File: src/design/rcdt_pkg.sv
// Shared types, constants and arithmetic helpers of the RGB chase trail dither engine.
package rcdt_pkg;

    localparam int LVL_W   = 16;
    localparam int RES_W   = 8;
    localparam int CODE_W  = 8;
    localparam int IDX_W   = 6;
    localparam int FADE_W  = 16;
    localparam int MOVE_W  = 8;
    localparam int SEGF_W  = 15;
    localparam int FRAME_W = 16;
    localparam int CFG_IDX_W  = 2;
    localparam int CFG_DATA_W = 16;
    localparam int DIV_W   = 32;
    localparam int DVS_W   = 16;

    localparam logic [FADE_W-1:0]  FADE_RESET = 16'd64820;
    localparam logic [MOVE_W-1:0]  MOVE_RESET = 8'd12;
    localparam logic [SEGF_W-1:0]  SEG_RESET  = 15'd1000;
    localparam logic [SEGF_W-1:0]  SEG_MIN    = 15'd2;
    localparam logic [SEGF_W-1:0]  SEG_MAX    = 15'd21845;
    localparam logic [LVL_W-1:0]   FULL_Q8    = 16'hFF00;
    localparam logic [31:0]        ROUND_HALF = 32'h0000_8000;
    localparam logic [CODE_W-1:0]  CODE_MAX   = 8'd255;

    typedef enum logic [CFG_IDX_W-1:0] {
        CFG_FADE = 2'd0,
        CFG_MOVE = 2'd1,
        CFG_SEG  = 2'd2
    } t_cfg_idx;

    typedef enum logic [2:0] {
        S_IDLE,
        S_DIV_POS,
        S_DIV_T,
        S_RD,
        S_MUL,
        S_OUT
    } t_state;

    typedef enum logic [1:0] {
        SEG_RG,
        SEG_GB,
        SEG_BR
    } t_seg;

    typedef struct packed {
        logic [LVL_W-1:0] r_lvl;
        logic [LVL_W-1:0] g_lvl;
        logic [LVL_W-1:0] b_lvl;
        logic [RES_W-1:0] r_res;
        logic [RES_W-1:0] g_res;
        logic [RES_W-1:0] b_res;
    } t_led_word;

    typedef struct packed {
        logic             start;
        logic [DIV_W-1:0] dividend;
        logic [DVS_W-1:0] divisor;
    } t_div_req;

    typedef struct packed {
        logic             done;
        logic [DIV_W-1:0] quotient;
        logic [DVS_W-1:0] remainder;
    } t_div_rsp;

    // Q16 fade with round to nearest; the sum never exceeds 32 bits.
    function automatic logic [LVL_W-1:0] decay(input logic [LVL_W-1:0] v,
                                               input logic [FADE_W-1:0] fs);
        logic [31:0] prod;
        prod = v * fs + ROUND_HALF;
        return prod[31:16];
    endfunction

    // Error-diffusion step: returns {code, new residue}. At full scale the carry is dropped.
    function automatic logic [CODE_W+RES_W-1:0] quantize(input logic [LVL_W-1:0] v,
                                                         input logic [RES_W-1:0] res);
        logic [RES_W:0]    sum;
        logic [CODE_W-1:0] whole;
        sum   = {1'b0, v[7:0]} + {1'b0, res};
        whole = v[15:8];
        if (sum[RES_W] && (whole != CODE_MAX)) begin
            whole = whole + 8'd1;
        end
        return {whole, sum[RES_W-1:0]};
    endfunction

endpackage

File: src/design/rcdt_if.sv
// Handshake channel interfaces: frame ticks in, pixels out, register writes.
interface rcdt_in_if;
    logic valid;
    logic ready;
    logic frame_tick;
    modport source (output valid, output frame_tick, input ready);
    modport sink   (input valid, input frame_tick, output ready);
endinterface

interface rcdt_out_if;
    logic       valid;
    logic       ready;
    logic [5:0] led_index;
    logic [7:0] red;
    logic [7:0] green;
    logic [7:0] blue;
    logic       last_pixel;
    modport source (output valid, output led_index, output red, output green,
                    output blue, output last_pixel, input ready);
    modport sink   (input valid, input led_index, input red, input green,
                    input blue, input last_pixel, output ready);
endinterface

interface rcdt_cfg_if;
    logic        valid;
    logic        ready;
    logic [1:0]  index;
    logic [15:0] data;
    modport source (output valid, output index, output data, input ready);
    modport sink   (input valid, input index, input data, output ready);
endinterface

File: src/design/rgb_chase_trail_dither_engine.sv
// Top level of the RGB chase trail dither engine: frame sequencer, LED store and output stage.
//
// Each accepted frame_tick of 1 produces LED_COUNT pixel transactions in index order, the last
// one flagged with last_pixel; a frame_tick of 0 is taken and ignored. A frame first runs two
// 32-step divisions on a shared bit-serial divider (colour frame by segment length, then the
// segment position scaled to Q8.8 by segment length minus one), then walks the LED store
// one LED at a time (memory read, fade multiply, quantize and write back); a stalled sink
// stretches the walk. Levels and residues of all LEDs live in one single-port memory word
// per LED; per-LED valid bits make the store read as zero after reset, so no clearing pass
// is needed. A new frame tick is taken once the last pixel of the previous frame has been
// loaded into the output register. Register writes are taken at any time.
module rgb_chase_trail_dither_engine #(
    parameter int LED_COUNT = 16
) (
    input  logic              i_clk,
    input  logic              i_rst_n,
    rcdt_in_if.sink           i_in,
    rcdt_out_if.source        o_out,
    rcdt_cfg_if.sink          i_cfg
);

    localparam int AW = (LED_COUNT > 1) ? $clog2(LED_COUNT) : 1;
    localparam logic [AW-1:0] LAST_IDX = AW'(LED_COUNT - 1);

    // Configuration registers.
    logic [rcdt_pkg::FADE_W-1:0] r_fade;
    logic [rcdt_pkg::MOVE_W-1:0] r_move;
    logic [rcdt_pkg::SEGF_W-1:0] r_segf;

    // Frame state.
    rcdt_pkg::t_state             r_state, n_state;
    logic [rcdt_pkg::FRAME_W-1:0] r_frame, n_frame;
    logic [AW-1:0]                r_head, n_head;
    logic [rcdt_pkg::MOVE_W-1:0]  r_phase, n_phase;
    logic [AW-1:0]                r_idx, n_idx;
    rcdt_pkg::t_seg               r_seg, n_seg;
    logic [rcdt_pkg::LVL_W-1:0]   r_src_r, r_src_g, r_src_b;

    // LED store.
    rcdt_pkg::t_led_word          mem [LED_COUNT];
    logic [LED_COUNT-1:0]         r_valid;
    rcdt_pkg::t_led_word          r_rd_data;
    logic                         r_rd_valid;
    rcdt_pkg::t_led_word          wr_word;
    logic                         mem_we;

    logic [rcdt_pkg::LVL_W-1:0]   r_dec_r, r_dec_g, r_dec_b;
    logic [rcdt_pkg::RES_W-1:0]   r_res_r, r_res_g, r_res_b;

    // Output register.
    logic                         r_out_valid;
    logic [rcdt_pkg::IDX_W-1:0]   r_out_idx;
    logic [rcdt_pkg::CODE_W-1:0]  r_out_r, r_out_g, r_out_b;
    logic                         r_out_last;
    logic                         out_load;
    logic                         out_free;

    rcdt_pkg::t_div_req           div_req;
    rcdt_pkg::t_div_rsp           div_rsp;

    logic [rcdt_pkg::SEGF_W-1:0]  seg;
    logic [rcdt_pkg::SEGF_W-1:0]  steps;
    logic [rcdt_pkg::FRAME_W:0]   seg3;
    logic [rcdt_pkg::DIV_W-1:0]   t_dividend;
    logic [rcdt_pkg::LVL_W-1:0]   t_val;
    logic                         tick_acc;

    logic [rcdt_pkg::LVL_W-1:0]   lvl_r, lvl_g, lvl_b;
    logic [rcdt_pkg::CODE_W+rcdt_pkg::RES_W-1:0] q_r, q_g, q_b;

    rcdt_div u_div (
        .i_clk   (i_clk),
        .i_rst_n (i_rst_n),
        .i_req   (div_req),
        .o_rsp   (div_rsp)
    );

    always_comb begin
        seg = r_segf;
        if (r_segf < rcdt_pkg::SEG_MIN) begin
            seg = rcdt_pkg::SEG_MIN;
        end else if (r_segf > rcdt_pkg::SEG_MAX) begin
            seg = rcdt_pkg::SEG_MAX;
        end
    end

    assign steps = seg - 1'b1;
    assign seg3  = {2'b00, seg} + {1'b0, seg, 1'b0};

    // pos * 65280 + steps / 2, with pos the remainder of the first division.
    assign t_dividend = {div_rsp.remainder, 16'h0000}
                      - {8'h00, div_rsp.remainder, 8'h00}
                      + {18'h0, steps[rcdt_pkg::SEGF_W-1:1]};
    assign t_val      = div_rsp.quotient[rcdt_pkg::LVL_W-1:0];

    assign tick_acc = i_in.valid && i_in.ready && i_in.frame_tick;
    assign i_in.ready  = (r_state == rcdt_pkg::S_IDLE);
    assign i_cfg.ready = 1'b1;

    always_ff @(posedge i_clk) begin
        if (!i_rst_n) begin
            r_fade <= rcdt_pkg::FADE_RESET;
            r_move <= rcdt_pkg::MOVE_RESET;
            r_segf <= rcdt_pkg::SEG_RESET;
        end else if (i_cfg.valid) begin
            case (i_cfg.index)
                rcdt_pkg::CFG_FADE: r_fade <= i_cfg.data;
                rcdt_pkg::CFG_MOVE: r_move <= i_cfg.data[rcdt_pkg::MOVE_W-1:0];
                rcdt_pkg::CFG_SEG:  r_segf <= i_cfg.data[rcdt_pkg::SEGF_W-1:0];
                default: ;
            endcase
        end
    end

    // The head LED takes the source colour after the fade.
    assign lvl_r = (r_idx == r_head) ? r_src_r : r_dec_r;
    assign lvl_g = (r_idx == r_head) ? r_src_g : r_dec_g;
    assign lvl_b = (r_idx == r_head) ? r_src_b : r_dec_b;
    assign q_r   = rcdt_pkg::quantize(lvl_r, r_res_r);
    assign q_g   = rcdt_pkg::quantize(lvl_g, r_res_g);
    assign q_b   = rcdt_pkg::quantize(lvl_b, r_res_b);

    assign wr_word.r_lvl = lvl_r;
    assign wr_word.g_lvl = lvl_g;
    assign wr_word.b_lvl = lvl_b;
    assign wr_word.r_res = q_r[rcdt_pkg::RES_W-1:0];
    assign wr_word.g_res = q_g[rcdt_pkg::RES_W-1:0];
    assign wr_word.b_res = q_b[rcdt_pkg::RES_W-1:0];

    assign out_free = !r_out_valid || o_out.ready;

    always_comb begin
        n_state  = r_state;
        n_frame  = r_frame;
        n_head   = r_head;
        n_phase  = r_phase;
        n_idx    = r_idx;
        n_seg    = r_seg;
        div_req.start    = 1'b0;
        div_req.dividend = {16'h0000, r_frame};
        div_req.divisor  = {1'b0, seg};
        mem_we   = 1'b0;
        out_load = 1'b0;
        unique case (r_state)
            rcdt_pkg::S_IDLE: begin
                if (tick_acc) begin
                    div_req.start = 1'b1;
                    n_state = rcdt_pkg::S_DIV_POS;
                end
            end
            rcdt_pkg::S_DIV_POS: begin
                div_req.dividend = t_dividend;
                div_req.divisor  = {1'b0, steps};
                if (div_rsp.done) begin
                    div_req.start = 1'b1;
                    if (div_rsp.quotient == 32'd0) begin
                        n_seg = rcdt_pkg::SEG_RG;
                    end else if (div_rsp.quotient == 32'd1) begin
                        n_seg = rcdt_pkg::SEG_GB;
                    end else begin
                        n_seg = rcdt_pkg::SEG_BR;
                    end
                    n_state = rcdt_pkg::S_DIV_T;
                end
            end
            rcdt_pkg::S_DIV_T: begin
                if (div_rsp.done) begin
                    n_idx   = '0;
                    n_state = rcdt_pkg::S_RD;
                end
            end
            rcdt_pkg::S_RD: begin
                n_state = rcdt_pkg::S_MUL;
            end
            rcdt_pkg::S_MUL: begin
                n_state = rcdt_pkg::S_OUT;
            end
            rcdt_pkg::S_OUT: begin
                if (out_free) begin
                    mem_we   = 1'b1;
                    out_load = 1'b1;
                    if (r_idx == LAST_IDX) begin
                        n_phase = r_phase + 1'b1;
                        if (n_phase >= r_move) begin
                            n_phase = '0;
                            n_head  = (r_head == LAST_IDX) ? '0 : r_head + 1'b1;
                        end
                        n_frame = r_frame + 1'b1;
                        if ({1'b0, n_frame} >= seg3) begin
                            n_frame = '0;
                        end
                        n_state = rcdt_pkg::S_IDLE;
                    end else begin
                        n_idx   = r_idx + 1'b1;
                        n_state = rcdt_pkg::S_RD;
                    end
                end
            end
            default: n_state = rcdt_pkg::S_IDLE;
        endcase
    end

    always_ff @(posedge i_clk) begin
        if (!i_rst_n) begin
            r_state     <= rcdt_pkg::S_IDLE;
            r_frame     <= '0;
            r_head      <= '0;
            r_phase     <= '0;
            r_idx       <= '0;
            r_seg       <= rcdt_pkg::SEG_RG;
            r_valid     <= '0;
            r_out_valid <= 1'b0;
        end else begin
            r_state <= n_state;
            r_frame <= n_frame;
            r_head  <= n_head;
            r_phase <= n_phase;
            r_idx   <= n_idx;
            r_seg   <= n_seg;
            if (mem_we) begin
                r_valid[r_idx] <= 1'b1;
            end
            if (out_load) begin
                r_out_valid <= 1'b1;
            end else if (o_out.ready) begin
                r_out_valid <= 1'b0;
            end
        end
    end

    // Source colour for the head LED, set once the scaled position is known.
    always_ff @(posedge i_clk) begin
        if ((r_state == rcdt_pkg::S_DIV_T) && div_rsp.done) begin
            case (r_seg)
                rcdt_pkg::SEG_RG: begin
                    r_src_r <= rcdt_pkg::FULL_Q8 - t_val;
                    r_src_g <= t_val;
                    r_src_b <= '0;
                end
                rcdt_pkg::SEG_GB: begin
                    r_src_r <= '0;
                    r_src_g <= rcdt_pkg::FULL_Q8 - t_val;
                    r_src_b <= t_val;
                end
                default: begin
                    r_src_r <= t_val;
                    r_src_g <= '0;
                    r_src_b <= rcdt_pkg::FULL_Q8 - t_val;
                end
            endcase
        end
    end

    always_ff @(posedge i_clk) begin
        if (mem_we) begin
            mem[r_idx] <= wr_word;
        end
        r_rd_data  <= mem[r_idx];
        r_rd_valid <= r_valid[r_idx];
    end

    // An entry never written since reset reads as all zero.
    always_ff @(posedge i_clk) begin
        if (r_state == rcdt_pkg::S_MUL) begin
            if (r_rd_valid) begin
                r_dec_r <= rcdt_pkg::decay(r_rd_data.r_lvl, r_fade);
                r_dec_g <= rcdt_pkg::decay(r_rd_data.g_lvl, r_fade);
                r_dec_b <= rcdt_pkg::decay(r_rd_data.b_lvl, r_fade);
                r_res_r <= r_rd_data.r_res;
                r_res_g <= r_rd_data.g_res;
                r_res_b <= r_rd_data.b_res;
            end else begin
                r_dec_r <= '0;
                r_dec_g <= '0;
                r_dec_b <= '0;
                r_res_r <= '0;
                r_res_g <= '0;
                r_res_b <= '0;
            end
        end
    end

    always_ff @(posedge i_clk) begin
        if (out_load) begin
            r_out_idx  <= rcdt_pkg::IDX_W'(r_idx);
            r_out_r    <= q_r[rcdt_pkg::CODE_W+rcdt_pkg::RES_W-1:rcdt_pkg::RES_W];
            r_out_g    <= q_g[rcdt_pkg::CODE_W+rcdt_pkg::RES_W-1:rcdt_pkg::RES_W];
            r_out_b    <= q_b[rcdt_pkg::CODE_W+rcdt_pkg::RES_W-1:rcdt_pkg::RES_W];
            r_out_last <= (r_idx == LAST_IDX);
        end
    end

    assign o_out.valid      = r_out_valid;
    assign o_out.led_index  = r_out_idx;
    assign o_out.red        = r_out_r;
    assign o_out.green      = r_out_g;
    assign o_out.blue       = r_out_b;
    assign o_out.last_pixel = r_out_last;

endmodule

File: src/design/rcdt_div.sv
// Restoring divider, one quotient bit per cycle, quotient and remainder held after done.
module rcdt_div (
    input  logic              i_clk,
    input  logic              i_rst_n,
    input  rcdt_pkg::t_div_req i_req,
    output rcdt_pkg::t_div_rsp o_rsp
);

    localparam int CNT_W = $clog2(rcdt_pkg::DIV_W);

    logic                         r_busy;
    logic                         r_done;
    logic [CNT_W-1:0]             r_cnt;
    logic [rcdt_pkg::DIV_W-1:0]   r_quo;
    logic [rcdt_pkg::DVS_W-1:0]   r_rem;
    logic [rcdt_pkg::DVS_W-1:0]   r_dvs;

    logic [rcdt_pkg::DVS_W:0]     shifted;
    logic [rcdt_pkg::DVS_W:0]     diff;
    logic                         fits;

    assign shifted = {r_rem, r_quo[rcdt_pkg::DIV_W-1]};
    assign diff    = shifted - {1'b0, r_dvs};
    assign fits    = shifted >= {1'b0, r_dvs};

    always_ff @(posedge i_clk) begin
        if (!i_rst_n) begin
            r_busy <= 1'b0;
            r_done <= 1'b0;
            r_cnt  <= '0;
        end else begin
            r_done <= 1'b0;
            if (i_req.start) begin
                r_busy <= 1'b1;
                r_cnt  <= '0;
            end else if (r_busy) begin
                r_cnt <= r_cnt + 1'b1;
                if (r_cnt == CNT_W'(rcdt_pkg::DIV_W - 1)) begin
                    r_busy <= 1'b0;
                    r_done <= 1'b1;
                end
            end
        end
    end

    always_ff @(posedge i_clk) begin
        if (i_req.start) begin
            r_quo <= i_req.dividend;
            r_rem <= '0;
            r_dvs <= i_req.divisor;
        end else if (r_busy) begin
            r_quo <= {r_quo[rcdt_pkg::DIV_W-2:0], fits};
            r_rem <= fits ? diff[rcdt_pkg::DVS_W-1:0] : shifted[rcdt_pkg::DVS_W-1:0];
        end
    end

    assign o_rsp.done      = r_done;
    assign o_rsp.quotient  = r_quo;
    assign o_rsp.remainder = r_rem;

endmodule
File: src/flat_wrapper.sv
// flat-port wrapper written by rule: the top's interface ports become plain ports
module rgb_chase_trail_dither_engine_flat 
#(
    parameter int LED_COUNT = 16
)
  (i_clk, i_rst_n, i_in_valid, i_in_frame_tick, i_in_ready, o_out_valid, o_out_led_index, o_out_red, o_out_green, o_out_blue, o_out_last_pixel, o_out_ready, i_cfg_valid, i_cfg_index, i_cfg_data, i_cfg_ready);
  rcdt_in_if i_in_i ();
  rcdt_out_if o_out_i ();
  rcdt_cfg_if i_cfg_i ();
  input  logic i_clk;
  input  logic i_rst_n;
  input wire logic [$bits(i_in_i.valid)-1:0] i_in_valid;
  input wire logic [$bits(i_in_i.frame_tick)-1:0] i_in_frame_tick;
  output wire logic [$bits(i_in_i.ready)-1:0] i_in_ready;
  output wire logic [$bits(o_out_i.valid)-1:0] o_out_valid;
  output wire logic [$bits(o_out_i.led_index)-1:0] o_out_led_index;
  output wire logic [$bits(o_out_i.red)-1:0] o_out_red;
  output wire logic [$bits(o_out_i.green)-1:0] o_out_green;
  output wire logic [$bits(o_out_i.blue)-1:0] o_out_blue;
  output wire logic [$bits(o_out_i.last_pixel)-1:0] o_out_last_pixel;
  input wire logic [$bits(o_out_i.ready)-1:0] o_out_ready;
  input wire logic [$bits(i_cfg_i.valid)-1:0] i_cfg_valid;
  input wire logic [$bits(i_cfg_i.index)-1:0] i_cfg_index;
  input wire logic [$bits(i_cfg_i.data)-1:0] i_cfg_data;
  output wire logic [$bits(i_cfg_i.ready)-1:0] i_cfg_ready;
  assign i_in_i.valid = i_in_valid;
  assign i_in_i.frame_tick = i_in_frame_tick;
  assign i_in_ready = i_in_i.ready;
  assign o_out_valid = o_out_i.valid;
  assign o_out_led_index = o_out_i.led_index;
  assign o_out_red = o_out_i.red;
  assign o_out_green = o_out_i.green;
  assign o_out_blue = o_out_i.blue;
  assign o_out_last_pixel = o_out_i.last_pixel;
  assign o_out_i.ready = o_out_ready;
  assign i_cfg_i.valid = i_cfg_valid;
  assign i_cfg_i.index = i_cfg_index;
  assign i_cfg_i.data = i_cfg_data;
  assign i_cfg_ready = i_cfg_i.ready;
  rgb_chase_trail_dither_engine #(.LED_COUNT(LED_COUNT)) u_core (.i_clk(i_clk), .i_rst_n(i_rst_n), .i_in(i_in_i), .o_out(o_out_i), .i_cfg(i_cfg_i));
endmodule
File: config.mk
export PLATFORM = sky130hd
export DESIGN_NAME = rgb_chase_trail_dither_engine_flat
export DESIGN_NICKNAME = d
export VERILOG_FILES = /design/src/design/rcdt_pkg.sv /design/src/design/rcdt_if.sv /design/src/design/rgb_chase_trail_dither_engine.sv /design/src/design/rcdt_div.sv /design/src/flat_wrapper.sv
export SDC_FILE = /design/constraint.sdc
export NUM_CORES = 2
export LEC_CHECK = 0
export BUFFER_PORTS_ARGS = -buffer_cell sky130_fd_sc_hd__buf_2
export CORE_UTILIZATION = 58
export DETAILED_ROUTE_END_ITERATION = 6
export GPL_TIMING_DRIVEN = 0
export PLACE_DENSITY = 0.79
export SLEW_MARGIN = 40
export SYNTH_ARGS = -nofsm -noshare
export SYNTH_HDL_FRONTEND = slang
export SYNTH_SLANG_ARGS = --single-unit
File: constraint.sdc
create_clock -name i_clk -period 6.76 [get_ports i_clk]
set_clock_uncertainty 0.05 [all_clocks]
set_input_delay 0.338 -clock i_clk [delete_from_list [all_inputs] [get_ports i_clk]]
set_output_delay 0.338 -clock i_clk [all_outputs]
set_load 0.005 [all_outputs]
**Yosys cells after proc, flatten, opt, wreduce, memory -nomap -nowiden**

Memories as Yosys holds them, arrays and structs flattened. A register that Yosys moved wholly into a read port is not among the register bits.
Cells that the tools add are included.

- Memory bits (writable): 1152
- Bits in registers: 314
- Memories kept: 1
- Logic and storage cells: 160
- Output and inout port bits: 34
- Bits of input ports: 24

- $mul: 3
- Reduce and logical (&&, ||, !) cells: 26
- Bitwise gates (word level): 3
- Equality and inequality tests: 21
- Add/sub/neg operators: 20
- Mux-type cells: 47
- Magnitude comparators: 7

Memories:

| memory | words | width | read ports | clocked after memory_dff | wr ports | line | text |
|---|---|---|---|---|---|---|---|
| u_core.mem | 16 | 72 | 1 | 1 | 1 | rgb_chase_trail_dither_engine.sv:40 | `rcdt_pkg::t_led_word mem [LED_COUNT];` |

Operator list:

| kind | count |
|---|---|
| $add 32x16->32 const B | 3 |
| $mul 16x16->32 | 3 |
| $pmux 16 s2 | 3 |
| $mux 16 | 5 |
| $mux 32 | 2 |
| $mux 48 | 1 |
| $add 32x14->32 | 1 |
| $add 8x1->8 const B | 4 |
| $eq 32x1->1 const B | 1 |
| $logic_not 32->1 | 1 |
| $mux 8 | 4 |
| $sub 32x24->32 | 1 |
| $mux 15 | 2 |
| $add 8x8->9 | 3 |
| $ne 8x8->1 const B | 3 |
| $pmux 3 s6 | 1 |
| $add 15x16->17 | 1 |
| $ge 16x17->1 | 1 |
| $ge 17x16->1 | 1 |
| $add 16x1->16 const B | 1 |
| $mux 4 | 4 |
| $or 16x16->16 | 1 |
| $sub 16x16->16 | 1 |
| $sub 16x16->16 const A | 1 |
| 37 further kinds | 78 |

**Longest topological paths before layout**

- Word-level depth: 7
- Mapped depth: 26
- Depth with buffers taken out: 25

**By module**

A second synthesis with hierarchy kept.

- Cell total of the unflattened synthesis: 6454
- Area total of the unflattened synthesis: 88143.3 sq um

By module, submodules not included:

| module | area each (sq um) | times used | sequential area each (sq um) | cells each |
|---|---|---|---|---|
| rgb_chase_trail_dither_engine | 84364.7 | 1 | 42390.7 | 6112 |
| rcdt_div | 3778.6 | 1 | 1901.8 | 342 |

**Worst setup path before layout**

Ideal clock, no wire load.

- Path type: register to register
- Start point: register u_core.r_fade[1] in the netlist's numbering
- End point: register u_core.r_dec_b[14] in the netlist's numbering (data pin)
- Library setup time: 0.255 ns
- Arrival time: 6.072 ns
- Path buffers: 2
- Period minus slack after synthesis: 6.377 ns
- Slack: 0.383 ns
- Stages on the path, launching flop included: 25
- Required time: 6.455 ns
- Cells stage by stage: dfxtp_1 > clkbuf_1 > clkbuf_1 > nand2_1 > fa_1 > inv_1 > fa_1 > inv_1 > fa_1 > inv_1 > fa_1 > fa_1 > inv_1 > fa_1 > inv_1 > ha_1 > nand4_1 > nor3_1 > a22oi_1 > o211ai_1 > a221o_1 > nor4_2 > o31ai_1 > xor2_1 > and2_1

- Longest elaborated chain between the ends: 2

Ends and longest elaborated chain:

| item | line | text |
|---|---|---|
| from (decl) | rgb_chase_trail_dither_engine.sv:26 | `logic [rcdt_pkg::FADE_W-1:0] r_fade;` |
| from (signal assigned) | rgb_chase_trail_dither_engine.sv:102 | `r_fade <= rcdt_pkg::FADE_RESET;` |
| from (signal assigned) | rgb_chase_trail_dither_engine.sv:107 | `rcdt_pkg::CFG_FADE: r_fade <= i_cfg.data;` |
| $mul 16x16->32 | rcdt_pkg.sv:72 | `prod = v * fs + ROUND_HALF;` |
| $add 32x16->32 | rcdt_pkg.sv:72 |  |
| to (signal assigned) | rgb_chase_trail_dither_engine.sv:268 | `r_dec_b <= rcdt_pkg::decay(r_rd_data.b_lvl, r_fade);` |
| to (decl) | rgb_chase_trail_dither_engine.sv:47 | `logic [rcdt_pkg::LVL_W-1:0] r_dec_r, r_dec_g, r_dec_b;` |

Every way passes these cells.
A chain may end at the register's enable or synchronous reset.

**Worst setup path in the final report**

- Start point: register u_core.r_idx[3]
- End point: register u_core.r_out_r, in the netlist u_core.o_out.red[4] (data pin)

- Longest elaborated chain between the ends: 5
- Elaborated cells between the ends (all ways): 7
- Those cells by class: add/sub (2); eq/ne (2); mux (2); reduce/logical (1)

Ends and longest elaborated chain:

| item | line | text |
|---|---|---|
| from (decl) | rgb_chase_trail_dither_engine.sv:35 | `logic [AW-1:0] r_idx, n_idx;` |
| from (signal assigned) | rgb_chase_trail_dither_engine.sv:218 | `r_idx <= n_idx;` |
| $eq 4x4->1 | rgb_chase_trail_dither_engine.sv:116 | `assign lvl_r = (r_idx == r_head) ? r_src_r : r_dec_r;` |
| $mux 16 | rgb_chase_trail_dither_engine.sv:116 |  |
| via u_core.lvl_r (one bit) | rgb_chase_trail_dither_engine.sv:68 | `logic [rcdt_pkg::LVL_W-1:0] lvl_r, lvl_g, lvl_b;` |
| $add 8x8->9 | rcdt_pkg.sv:81 | `sum = {1'b0, v[7:0]} + {1'b0, res};` |
| $logic_and 1x1->1 | rcdt_pkg.sv:83 | `if (sum[RES_W] && (whole != CODE_MAX)) begin` |
| $mux 8 | rcdt_pkg.sv:83 |  |
| via u_core.q_r (one bit) | rgb_chase_trail_dither_engine.sv:69 | `logic [rcdt_pkg::CODE_W+rcdt_pkg::RES_W-1:0] q_r, q_g, q_b;` |
| to (signal assigned) | rgb_chase_trail_dither_engine.sv:286 | `r_out_r <= q_r[rcdt_pkg::CODE_W+rcdt_pkg::RES_W-1:rcdt_pkg::RES_W];` |
| to (decl) | rgb_chase_trail_dither_engine.sv:53 | `logic [rcdt_pkg::CODE_W-1:0] r_out_r, r_out_g, r_out_b;` |

The timed path passes the listed nets, and every way through them passes these cells.

==> reports/qor.txt <==
RePlAce Congestion -> 0.980
Status -> finished, violations left
Final ANT Viol Nets -> 0
Req. time, crit path -> 7.24 ns
Root buf cell -> clkbuf_16
Initial antenna violation count -> 24
Largest net degree at the start of global routing -> 34
Max reg flops -> 1152
Detailed placement HPWL -> 175000 µm
Final Hold Viols -> 0
Maximum VDD drop -> 0.000407 V
Setup violations, final -> 4
EDFF count, synth -> 1348
LEAKAGE -> 38.1 nW
Most frequent cells in the layout -> 1348 x edfxtp_1, 885 x inv_1, 614 x nand2_1
Post-synthesis async set-or-reset flop share -> 0
Initial core utilization -> 0.585
Cell Area, Placed -> 91700 µm²
Slew Viols, Final -> 0
Area growth from synthesis to layout -> 11.8%
CTS Buffer Depth -> 3
1st-iter DRT viols -> 7169
Final worst-path cycle share -> 1.00
Worst skew pair latency -> 0.81 ns
Hold Path Class -> input pin to flop
H-tree depth -> 4
RSZ-0062 raised after global routing -> yes
Total Power -> 26.6 mW
Worst-path maximum fanout -> 17
Synth Flop Type -> edfxtp_1
Clk sinks -> 1537
Biggest register -> u_core.mem
Sw frac -> 0.316
CTS Buf Count -> 152
Number of global-route vias before repair -> 57584
Share of cells above drive strength 1 -> 0.160
Total grt overflow -> 0
Core ar. -> 150000 µm²
Synth Instances -> 6417
First-pass GRT wire length -> 381000 µm
Synthesized flop and latch total -> 1537
Final WL -> 262000 µm
NetSw -> 8.40 mW
Die W -> 391 µm
Final worst slack -> -0.0331 ns
Critical path launch point type -> flop
Power Dens Cells -> 272 nW/µm²
Worst relative slew slack -> 0.376
Worst slew pin tran -> 0.936 ns
Flop pwr share -> 0.390
Commonest non-fill, non-tap cell in the layout -> edfxtp_1
Die height -> 391 µm
Drc violations -> 0
Syn. warnings -> 0
Row count -> 142
Syn_area_per_cell -> 13.7 µm²
Final cell area excluding filler cells -> 98100 µm²
Routed length per instance -> 29.6 µm
Reg clk slew, reported paths -> 0.07 ns
Total track usage -> 0.349
Post-synthesis sequential area ratio -> 0.505
Top flop regs -> u_core.mem (1152), u_core.r_rd_data (72), u_core.u_div.r_quo (32)
Core Util, Final -> 0.654
Tmin final -> 6.79 ns
Clock power share -> 0.330
Total number of vias -> 56361
Final net count -> 7784
Die Area -> 153000 µm²
# port buffers -> 53
Internal -> 18.2 mW
Achievable clock frequency -> 0.147 GHz
Critical Path End Type -> flop
Logic gate share of total power -> 0.280
Synth unique cells -> 96
Fin Hold WS -> 0.00201 ns
Number of max-cap violations -> 0
Failing checks -> setup timing
Drt pass-1 iters -> 5
CTS tree -> built
Via density -> 6.36
Post-Syn Area -> 87700 µm²
IO Pins -> 58
Worst Path Arrival -> 7.27 ns
Critical path type -> flop to flop
[per-stage QoR]
| stage | setup WS (ns) | instances | TNS (ns) |
|---|---|---|---|
| 2_1_floorplan | 0.383 | 6418 | 0 |
| 3_3_place_gp | -1.78 | 8487 | -203.00 |
| 3_5_place_dp | -1.73 | 8535 | -61.44 |
| 4_1_cts | -0.0201 | 8834 | -0.0294 |
| 5_1_grt | -0.0530 | 8847 | -0.0896 |
| 6_report | -0.0331 | 8857 | -0.0741 |
[per-layer routing]
layer,GRT usage,vias up,wire length [µm]
li1,-,22763,-
met1,0.435,28379,90300
met2,0.562,4264,125000
met3,0.0837,937,29800
met4,0.198,18,17300
met5,0,-,106
[timing repair]
| action | 4_1_cts | 5_1_grt |
|---|---|---|
| setup endpoints to repair | 168 | 69 |
| endpoints found under the hold margin | 39 | 0 |
| resized for setup | 207 | 187 |
| pin swaps | 9 | 13 |
| gates cloned | 0 | 0 |
| setup buffers | 7 | 12 |
| hold buffers | 19 | 0 |
[cells by family (layout without fill, tap and decap cells)]
kind of cell / Yosys count / after routing / synth area share
other: 2 / 13 / 0.0000856
XOR/XNOR: 203 / 203 / 0.0204
AO/OA/AOI/OAI: 466 / 466 / 0.0345
AND/OR/NAND/NOR: 1519 / 1519 / 0.0856
buffers and inverters: 1197 / 1610 / 0.0519
flip-flops: 1537 / 1537 / 0.505
adder cells (fa/ha/maj): 1050 / 1050 / 0.200
multiplexers: 443 / 443 / 0.103
[power by group through the flow]
stage          registers, mW  logic (mW)  clock network [mW]
4_1_cts                 10.4        7.09                8.76
3_5_place_dp            10.6        6.81                   0
6_report                10.4        7.46                8.78
2_1_floorplan           10.5        4.93                   0
5_1_grt                 10.4        8.32                9.09
3_3_place_gp            10.6        6.66                   0
[layout make-up]
cell class / count / area (µm²)
Antenna cell: 10 / 25.0
Buffer: 305 / 1830
Clock buffer: 191 / 4170
Clock inverter: 84 / 912
Fill cell: 10198 / 51900
Inverter: 889 / 3340
Multi-Input combinational cell: 3684 / 39400
Sequential cell: 1537 / 44300
Tap cell: 2016 / 2520
Timing Repair Buffer: 141 / 1560
[cells in the mapped netlist (37+ instances only)]
cell type  number  area, µm²
nand3_1        63        315
fa_1          584      11700
clkbuf_1      250        938
and2_1        451       2820
xnor2_1       137       1200
ha_1          466       5830
xor2_1         65        569
o21ai_0       121        606
a21oi_1       123        616
dfxtp_1       189       3780
nand2_1       614       2300
buf_1          37        139
edfxtp_1     1348      40500
inv_1         887       3330
nor3_1         47        235
mux4_2        365       8220
mux2i_1        42        420
nor2_1        172        646
[worst max-delay path, stage by stage, from the launching register on]
cell and delay [ns]:
dfxtp_1 0.34, buf_2 0.48, xor2_1 0.21, nor4_4 0.28, buf_4 0.18, buf_6 0.19
buf_8 0.18, buf_2 0.33, buf_2 0.36, mux2_2 0.52, ha_1 0.27, inv_1 0.06
fa_1 0.44, nor2b_1 0.17, o21ai_0 0.14, a21boi_0 0.42, o21ai_0 0.22, a21boi_0 0.36
o21a_1 0.40, o32a_1 0.29, buf_2 0.22, nand4_1 0.15, xnor2_1 0.20
[final timing paths]
kind         slack (ns)  cells past startpoint                                   to                         start
min               0.002                      4        u_core.r_fade[6]$_SDFFE_PN0P_                   i_cfg_valid
max reg2reg       -0.03                     22        u_core.o_out.red[4]$_DFFE_PP_  u_core.r_idx[3]$_SDFFE_PN0P_
min reg2reg        0.40                      0  u_core.o_out.led_index[3]$_DFFE_PP_  u_core.r_idx[3]$_SDFFE_PN0P_
max               -0.03                     22        u_core.o_out.red[4]$_DFFE_PP_  u_core.r_idx[3]$_SDFFE_PN0P_
No activity file was read; power rests on OpenSTA's default activity.
